$ cat src/sv/jtkv_ram.sv
module jtkv_ram #(
  parameter int unsigned WIDTH = 8,
  parameter int unsigned DEPTH = 16
) (
  input  logic                     clk_i,
  input  logic                     we_i,
  input  logic [$clog2(DEPTH)-1:0] waddr_i,
  input  logic [WIDTH-1:0]         wdata_i,
  input  logic                     re_i,
  input  logic [$clog2(DEPTH)-1:0] raddr_i,
  output logic [WIDTH-1:0]         rdata_o
);

  logic [WIDTH-1:0] mem [DEPTH];

  always_ff @(posedge clk_i) begin
    if (we_i) begin
      mem[waddr_i] <= wdata_i;
    end
    if (re_i) begin
      rdata_o <= mem[raddr_i];
    end
  end

endmodule

$ cat config.mk
export PLATFORM = sky130hd
export DESIGN_NAME = jtkv_ram
export DESIGN_NICKNAME = d
export VERILOG_FILES = /design/src/sv/jtkv_ram.sv
export SDC_FILE = /design/constraint.sdc
export NUM_CORES = 1
export LEC_CHECK = 0
export BUFFER_PORTS_ARGS = -buffer_cell sky130_fd_sc_hd__clkbuf_2
export CAP_MARGIN = 5
export CORE_MARGIN = 2
export CORE_UTILIZATION = 60
export CTS_BUF_LIST = sky130_fd_sc_hd__clkbuf_4 sky130_fd_sc_hd__clkbuf_8
export DETAILED_ROUTE_END_ITERATION = 6
export GPL_TIMING_DRIVEN = 0
export PLACE_DENSITY = 0.81
export SYNTH_ARGS = -nofsm -noshare
export SYNTH_HDL_FRONTEND = slang
export SYNTH_SLANG_ARGS = --single-unit
$ cat constraint.sdc
create_clock -name clk_i -period 1.9 [get_ports clk_i]
set_clock_uncertainty 0.05 [all_clocks]
set_input_delay 0.19 -clock clk_i [delete_from_list [all_inputs] [get_ports clk_i]]
set_output_delay 0.19 -clock clk_i [all_outputs]
set_load 0.005 [all_outputs]
==> run_results.csv, run 1 <==
group,metric,value,unit
finish,nFillCells,531,
placement,io_buffers,25,
floorplan,core,8590,um^2
placement,hpwl,6.19,mm
grt,grt_use_total,21.1,%
yosys,synth_most_common_cell,"edfxtp_1",
timing,tightest_slew,1.24,ns
finish,stdcell_count,393,
placement,place.gp.congestion,0.721,
yosys,yosys.area.top_type,"edfxtp_1",
detailed_routing,wire_per_inst,23.7,um
grt,grt.overflow.total,0,
timing,rsz0062_at_grt,"no",
detailed_routing,vias,2432,
finish,final_core_util,67.9,%
floorplan,rows,34,
critical_path,cp.required,2.02,ns
yosys,async_flop_share,0,%
timing,slew-limit-headroom,16.7,%
yosys,syn_inst,229,
finish,final_layout_size_suffix_gt1_share,29.1,%
detailed_routing,ant_nets,0,
placement,dpl_cell_area,5490,um^2
grt,antenna_found_initial,0,
timing,fin_hold_ws,0.104,ns
timing,fmax,626,MHz
clock_tree,cts_setup_buffers,0,
critical_path,crit_fanout,1,
floorplan,die_w,97.3,um
yosys,synth_cell_types,18,
critical_path,worstSetupStartpoint,"mem[5][0]$_DFFE_PP_",
clock_tree,clkSinkCount,136,
finish,diodes,0,
finish,nNetsFinal,292,
detailed_routing,via_per_inst,6.19,
timing,finalSetupTns,0,ns
yosys,synth_warnings,0,
clock_tree,cts-htree-levels,4,
floorplan,boundaryPins,27,
finish,multi_input_area,1060,um^2
timing,finalSetupViolCount,0,
timing,min_period,1.60,ns
timing,period_share,84.1,%
grt,grt_pass1_vias,2516,
finish,area_delta_synth_final,11.6,%
yosys,syn_avg_cell_area,22.8,um^2
critical_path,cp_slowest_stage_delay,0.55,ns
detailed_routing,drtIter0Drc,296,
yosys,synth-seq-area-share,78.1,%
detailed_routing,firstDrtPassIters,5,
power,cellPowerDensity,979,nW/um^2
yosys,synth_top_area_share,78.1,%
floorplan,fp.dieArea,9480,um^2
detailed_routing,routed_wl,9.31,mm
min_path,worstHoldStart,"re_i",
critical_path,crit_chain,"mux4_1 > a22oi_1 > nand2_1",
floorplan,dieHeight,97.3,um
grt,grt_start_max_net_pins,17,
critical_path,rr_startpoint,"mem[5][0]$_DFFE_PP_",
power,peakVddDrop,0.000583,V
critical_path,critPathArrivalTime,1.71,ns
clock_tree,cts_tree,"done",
yosys,netlist_area,5230,um^2
critical_path,cp-start-kind,"flip-flop",
grt,grt_pass1_wl,14.0,mm
power,leakagePower,1.93,nW
clock_tree,root_buffer,"clkbuf_8",
finish,regArea,4080,um^2
critical_path,criticalPathCategory,"reg2reg",
yosys,synth_common_cells,"edfxtp_1 (136), mux4_2 (18), a22oi_1 (16), mux4_1 (14), nor2_1 (13)",
clock_tree,cts_hold_buf,0,
min_path,worst_hold_path_type,"in2reg",
timing,final_hold_viol_count,0,
clock_tree,clock_path_buffers,2,
floorplan,initial_core_util,60.8,%
yosys,yosys-top-cells-area,"edfxtp_1 (78%), mux4_2 (7.8%), mux4_1 (7.0%)",
timing,maxSlewViolCount,0,
yosys,synth_edf_count,136,
yosys,syn_nets,248,
clock_tree,worst_skew_pair.late_latency,0.42,ns
detailed_routing,drcViolationCount,0,
status,outcome,"finished, final reports clean",
clock_tree,numCtsBuffers,17,
job,drv_cap,0,
critical_path,crit_slowest_cell,"mux4_1",
yosys,synth-seq-cells,136,
critical_path,crit_path_end_kind,"flip-flop",
finish,final_area,5830,um^2
placement,dp.cells,362,
clock_tree,cts.reportedPaths.clkPinSlew,0.07,ns
yosys,synth_ff_type,"edfxtp_1",
clock_tree,cts_resized,1,
critical path: cells and delay by family, from the launching register on:
kind | cells | cell delay, ns
compound gates | 1 | 0.29
flops | 1 | 0.36
simple gates | 1 | 0.09
mux | 1 | 0.55
cells in the final DEF, fill, tap and decap left out, drive strengths merged, types with 2 or more instances in the layout:
cell,n
mux4,32
edfxtp,136
a22oi,16
clkinv,7
buf,7
nor2,13
clkdlybuf4s25,3
nand2,9
nand3b,2
nor3,4
clkinvlp,3
clkbuf,45
nand2b,2
final cells by class:
type                            instances  share of cell area, %
Multi-Input combinational cell         83                   18.2
Sequential cell                       136                   70.0
Clock buffer                           20                   4.40
Timing Repair Buffer                   25                   2.15
Clock inverter                         11                   1.44
Buffer                                 10                   1.48
Tap cell                              108                   2.32
flip-flops by register name, indices dropped and copies added, names as in the netlist:
name     flops
rdata_o      8
mem        128
power breakdown:
part	switching (W)	internal [W]
clock	0.000962	0.00104
combinational	0.000178	0.000129
sequential	0.0000167	0.00338
total	0.00116	0.00455
metal layers:
layer,up-vias,share of wire [%],GRT usage (%)
met5,-,0,0
met4,0,1.1,7.80
met3,8,8.3,5.61
met2,101,52,33.6
met1,1251,39,28.9
li1,1072,-,-
path summary, 6_finish.rpt:
path | endpoint | slack, ns | cells past startpoint
worst min-delay path | rdata_o[0]$_DFFE_PP_ | 0.10 | 1
worst min register to register | rdata_o[1]$_DFFE_PP_ | 0.72 | 3
worst max-delay path | rdata_o[0]$_DFFE_PP_ | 0.30 | 3
worst max register to register | rdata_o[0]$_DFFE_PP_ | 0.30 | 3
through the flow:
stage          worst slack, ns  power (W)
2_1_floorplan            0.167    0.00363
3_3_place_gp            -0.352    0.00375
3_5_place_dp            -0.467    0.00377
4_1_cts                  0.280    0.00574
5_1_grt                  0.233    0.00590
6_report                 0.303    0.00571
logic make-up after synthesis:
kind of cell | synth area share [%]
flip-flops | 78.1
buffers and inverters | 1.65
AO/OA/AOI/OAI | 2.30
AND/OR/NAND/NOR | 3.14
multiplexers | 14.8
No activity file was read; power rests on OpenSTA's default activity.
==> inputs of run 2 (changes only) <==
clock period = 1.59 ns   (was 1.9 ns; I/O delays follow)
==> run 2 against run 1 <==
Compared with the run above:
- via count grew 1.6%
- combinational power grew 22%
- clock power grew 48%
- sequential power grew 19%
- largest power group unchanged
- critical path type unchanged
- global-route usage grew 0.097 points
- non-clock buffer count grew 2
- total power grew 29%
- register-to-register slack lost 0.26 ns
- critical path depth is the same
- clock-buffer cell count shrank 1
- die area is the same
- largest cell class unchanged
==> run_results.csv, run 2 (synthesized netlist as in run 1, its figures left out) <==
group,metric,value,unit
status,outcome,"finished, final reports clean",
finish,largest-register,"mem",
timing,final_hold_viol_count,0,
clock_tree,cts.reportedPaths.clkPinSlew,0.07,ns
min_path,whs_path_depth,1,
floorplan,initial_core_util,60.8,%
finish,final_area,5940,um^2
critical_path,crit_path_end_kind,"flip-flop",
clock_tree,root_buffer,"clkbuf_8",
critical_path,reg2reg_depth,3,
detailed_routing,ant_nets,0,
placement,io_buffers,25,
finish,diodes,0,
detailed_routing,via_per_inst,6.24,
finish,top_regs,"mem x128, rdata_o x8",
floorplan,core,8590,um^2
finish,layout_common_cells,"edfxtp_1 (136), clkbuf_2 (26), mux4_2 (18), clkbuf_8 (17)",
clock_tree,cts_setup_buffers,0,
critical_path,crit_slowest_cell,"mux4_1",
critical_path,cp.required,1.71,ns
finish,final_layout_size_suffix_gt1_share,31.6,%
grt,grt_pass1_vias,2417,
power,power_frac_seq,54.9,%
power,clkPwrFrac,40.1,%
placement,hpwl,5.94,mm
grt,grt_pass1_wl,14.0,mm
detailed_routing,drtIter0Drc,376,
clock_tree,numCtsBuffers,17,
timing,min_period,1.55,ns
critical_path,rrSetupSlack,0.04,ns
critical_path,crit_fanout,1,
timing,period_share,97.3,%
job,drv_cap,0,
power,peakVddDrop,0.000654,V
timing,fin_ws,0.0427,ns
power,power.internal,0.00593,W
finish,final_core_util,69.1,%
finish,regArea,4080,um^2
min_path,worst_hold_path_type,"in2reg",
critical_path,cp_slowest_stage_delay,0.57,ns
timing,tightest_slew,1.20,ns
placement,dp.cells,362,
finish,nNetsFinal,294,
finish,area_delta_synth_final,13.6,%
power,cellPowerDensity,1240,nW/um^2
finish,final_common_cell,"edfxtp_1",
clock_tree,cts_tree,"done",
grt,grt.overflow.total,0,
finish,multi_input_area,1070,um^2
power,leakagePower,1.98,nW
critical_path,cp-start-kind,"flip-flop",
timing,slew-limit-headroom,19.2,%
grt,grt_start_max_net_pins,17,
floorplan,dieHeight,97.3,um
critical_path,criticalPathCategory,"reg2reg",
timing,fmax,646,MHz
placement,place.gp.congestion,0.693,
floorplan,fp.dieArea,9480,um^2
detailed_routing,drcViolationCount,0,
min_path,hold_end,"rdata_o[3]$_DFFE_PP_",
detailed_routing,firstDrtPassIters,5,
finish,nFillCells,495,
clock_tree,worst_skew_pair.late_latency,0.42,ns
detailed_routing,routed_wl,9.29,mm
timing,maxSlewViolCount,0,
placement,pre_cts_slack,-0.360,ns
critical_path,critPathArrivalTime,1.67,ns
timing,finalSetupViolCount,0,
floorplan,die_w,97.3,um
clock_tree,cts_hold_buf,0,
placement,dpl_cell_area,5490,um^2
power,p_comb_share,5.1,%
critical_path,rr_startpoint,"mem[5][0]$_DFFE_PP_",
critical_path,worstReg2RegEnd,"rdata_o[0]$_DFFE_PP_",
detailed_routing,vias,2470,
min_path,worstHoldStart,"re_i",
grt,grt_use_total,21.2,%
power,p_switching,0.00147,W
clock_tree,clkSinkCount,136,
floorplan,boundaryPins,27,
critical_path,crit_chain,"mux4_1 > a22oi_2 > nand2_1",
clock_tree,cts-htree-levels,4,
grt,antenna_found_initial,0,
detailed_routing,wire_per_inst,23.4,um
finish,largest_reg_flops,128,
finish,stdcell_count,396,
clock_tree,clock_path_buffers,2,
timing,finalSetupTns,0,ns
timing,rsz0062_at_grt,"no",
floorplan,rows,34,
power,swShare,19.8,%
[run 2: power by group through the flow]
| stage | registers (W) | clock network [W] | logic [W] |
|---|---|---|---|
| 2_1_floorplan | 0.00413 | 0 | 0.000204 |
| 3_3_place_gp | 0.00413 | 0 | 0.000357 |
| 3_5_place_dp | 0.00413 | 0 | 0.000371 |
| 4_1_cts | 0.00405 | 0.00300 | 0.000374 |
| 5_1_grt | 0.00406 | 0.00316 | 0.000401 |
| 6_report | 0.00405 | 0.00296 | 0.000375 |
[run 2: worst max-delay path by stage]
stage | start | end | slack (ns) | cells after the start
finish | mem[5][0]$_DFFE_PP_ | rdata_o[0]$_DFFE_PP_ | 0.04 | 3
global route | mem[4][0]$_DFFE_PP_ | rdata_o[0]$_DFFE_PP_ | 0.01 | 3
CTS | mem[5][0]$_DFFE_PP_ | rdata_o[0]$_DFFE_PP_ | 0.04 | 3
detailed placement | waddr_i[3] | mem[4][0]$_DFFE_PP_ | -0.36 | 3
global placement | waddr_i[2] | mem[8][1]$_DFFE_PP_ | -0.35 | 3
floorplan | raddr_i[0] | rdata_o[1]$_DFFE_PP_ | 0.1 | 5
[run 2: worst max-delay path, delay by kind of cell, from the launching register on]
kind             cells  cell delay [ns]
flip-flops           1             0.36
AND/OR/NAND/NOR      1             0.09
multiplexers         1             0.57
AO/OA/AOI/OAI        1             0.24
[run 2: metal layers]
metal / GRT usage (%) / share of wire [%]
met5: 0 / 0
met4: 8.12 / 1.7
met3: 5.47 / 7.8
met2: 32.4 / 51
met1: 30.4 / 40
[run 2: through the flow]
stage / total power (W) / hold slack, ns
after floorplan: 0.00433 / 0.208
after global placement: 0.00448 / 0.487
after detailed placement: 0.00451 / 0.491
after CTS: 0.00743 / 0.0406
after global routing: 0.00762 / 0.0548
final: 0.00739 / 0.0683
[run 2: timing repair]
item	in CTS	in global routing
setup endpoints to repair	1	2
gates resized for setup	1	1
pin swaps	0	1
[run 2: area by class of cell]
cell class / count / area share (%)
Sequential cell: 136 / 68.7
Tap cell: 108 / 2.27
Clock buffer: 19 / 4.19
Buffer: 10 / 1.45
Timing Repair Buffer: 27 / 2.27
Clock inverter: 13 / 3.01
Multi-Input combinational cell: 83 / 18.0
==> inputs of run 3 (changes only) <==
CAP_MARGIN = default   (was 5)
CORE_UTILIZATION = 57   (was 60)
clock period = 1.3 ns   (was 1.59 ns; I/O delays follow)
==> run 3 against run 2 <==
Compared with the run above:
- the flow now finishes with violations (setup timing)
- clock power rose by 9.8%
- worst hold slack improved by 0.034 ns
- sequential power is 22% higher
==> run_results.csv, run 3 (synthesized netlist as in run 1, its figures left out) <==
group,metric,value,unit
placement,dp.cells,362,
detailed_routing,via_per_inst,6.16,
placement,hpwl,6.16,mm
detailed_routing,routed_wl,9.44,mm
clock_tree,root_buffer,"clkbuf_8",
floorplan,rows,34,
power,p_total,0.00871,W
floorplan,dieHeight,99.8,um
timing,finalSetupViolCount,8,
timing,fin_hold_ws,0.103,ns
placement,io_buffers,25,
finish,diodes,0,
clock_tree,clock_path_buffers,2,
finish,area_delta_synth_final,13.4,%
critical_path,cp_top_family,"multiplexers",
timing,period_share,116,%
timing,maxSlewViolCount,0,
finish,largest-register,"mem",
finish,nNetsFinal,293,
placement,place.gp.congestion,0.714,
placement,dpl_cell_area,5520,um^2
critical_path,crit_chain,"mux4_1 > a22oi_1 > nand2_1",
placement,pre_cts_slack,-0.512,ns
critical_path,crit_path_end_kind,"flip-flop",
finish,final_area,5930,um^2
timing,slew-limit-headroom,46.4,%
clock_tree,clkSinkCount,136,
critical_path,criticalPathCategory,"reg2reg",
detailed_routing,vias,2432,
floorplan,fp.dieArea,9950,um^2
critical_path,cp_slowest_stage_delay,0.54,ns
timing,rsz0062_at_grt,"yes",
finish,largest_reg_flops,128,
clock_tree,worst_skew_pair.late_latency,0.42,ns
clock_tree,cts.reportedPaths.clkPinSlew,0.07,ns
critical_path,crit_buf_inv,0,
finish,layout_common_cells,"edfxtp_1 (136), mux4_2 (31), clkbuf_2 (25), clkbuf_8 (17)",
power,clkPwrFrac,37.3,%
power,swShare,21.0,%
timing,final_hold_viol_count,0,
min_path,worstHoldStart,"wdata_i[5]",
grt,antenna_found_initial,0,
floorplan,core,8810,um^2
timing,fin_ws,-0.203,ns
timing,fmax,666,MHz
status,violations,"setup timing",
detailed_routing,wire_per_inst,23.9,um
timing,tightest_slew,0.801,ns
power,leakagePower,1.91,nW
job,drv_cap,0,
detailed_routing,ant_nets,0,
floorplan,initial_core_util,59.4,%
timing,min_period,1.50,ns
power,p_switching,0.00183,W
detailed_routing,drtIter0Drc,324,
critical_path,crit_fanout,1,
finish,final_common_cell,"edfxtp_1",
floorplan,die_w,99.8,um
clock_tree,cts_tree,"done",
detailed_routing,firstDrtPassIters,4,
clock_tree,cts_setup_buffers,0,
floorplan,boundaryPins,27,
grt,grt_start_max_net_pins,17,
clock_tree,numCtsBuffers,17,
finish,final_layout_size_suffix_gt1_share,38.7,%
grt,grt.overflow.total,0,
detailed_routing,drcViolationCount,0,
grt,grt_pass1_wl,14.3,mm
finish,stdcell_count,395,
clock_tree,cts-htree-levels,4,
critical_path,rr_startpoint,"mem[5][3]$_DFFE_PP_",
critical_path,critPathArrivalTime,1.62,ns
critical_path,rrSetupSlack,-0.20,ns
grt,grt_pass1_vias,2440,
min_path,worst_hold_path_type,"in2reg",
status,outcome,"finished, violations left",
finish,top_regs,"mem x128, rdata_o x8",
power,power.internal,0.00688,W
grt,grt_use_total,21.0,%
power,p_comb_share,5.7,%
critical_path,worstSetupStartpoint,"mem[5][3]$_DFFE_PP_",
critical_path,cp.required,1.42,ns
power,peakVddDrop,0.000777,V
power,cellPowerDensity,1470,nW/um^2
critical_path,crit_slowest_cell,"mux4_1",
power,power_frac_seq,57.0,%
critical_path,cp-start-kind,"flip-flop",
## run 3: cell count changes in the layout (fill, tap and decap cells not counted), sizes merged
cell,before,now
buf,8,7
dlygate4sd3,0,1
bufinv,4,2
clkbuf,45,44
clkinv,5,4
clkinvlp,4,7
## run 3: cell type report
type                       count  area, um^2
timing repair buffer          26         135
buffer                        10         120
fill                         527        2880
clock buffer                  19         249
tap                          108         135
clock inverter                13         131
multi-input combinational     83        1070
sequential                   136        4080
## run 3: per-stage QoR
step	utilization [%]	setup TNS, ns
2_1_floorplan	-	-0.677
3_3_place_gp	62.6	-36.46
3_5_place_dp	62.6	-39.47
4_1_cts	67.3	-1.39
5_1_grt	67.3	-1.73
6_report	67.3	-1.38
## run 3: worst reg2reg max path, cell delays in order (launching register included)
cell,delay [ns]
edfxtp_1,0.36
mux4_1,0.54
a22oi_1,0.22
nand2_1,0.09
## run 3: routing by layer
layer / share of wire (%) / vias up / track usage [%]
met3: 9.1 / 10 / 5.48
met1: 38 / 1244 / 28.7
met2: 51 / 120 / 32.8
met5: 0 / - / 0
met4: 1.3 / 0 / 8.96
li1: - / 1058 / -
## run 3: power groups by stage
stage                     combinational, W  clock, W  sequential (W)
after floorplan                   0.000274         0         0.00505
after global placement            0.000467         0         0.00505
after detailed placement          0.000483         0         0.00506
after CTS                         0.000504   0.00329         0.00496
after global routing              0.000537   0.00350         0.00497
final                             0.000497   0.00325         0.00496
## run 3: final timing paths
kind                               end  cells past startpoint
setup / recovery  rdata_o[3]$_DFFE_PP_                      3
hold reg to reg   rdata_o[4]$_DFFE_PP_                      3
hold / removal    mem[11][5]$_DFFE_PP_                      1
setup reg to reg  rdata_o[3]$_DFFE_PP_                      3
## run 3: what timing repair did
action / 4_1_cts / 5_1_grt
hold buffers: 1 / 0
resized for setup: 10 / 0
pin swaps: 3 / 3
endpoints found under the setup margin: 16 / 8
endpoints found under the hold margin: 8 / 0
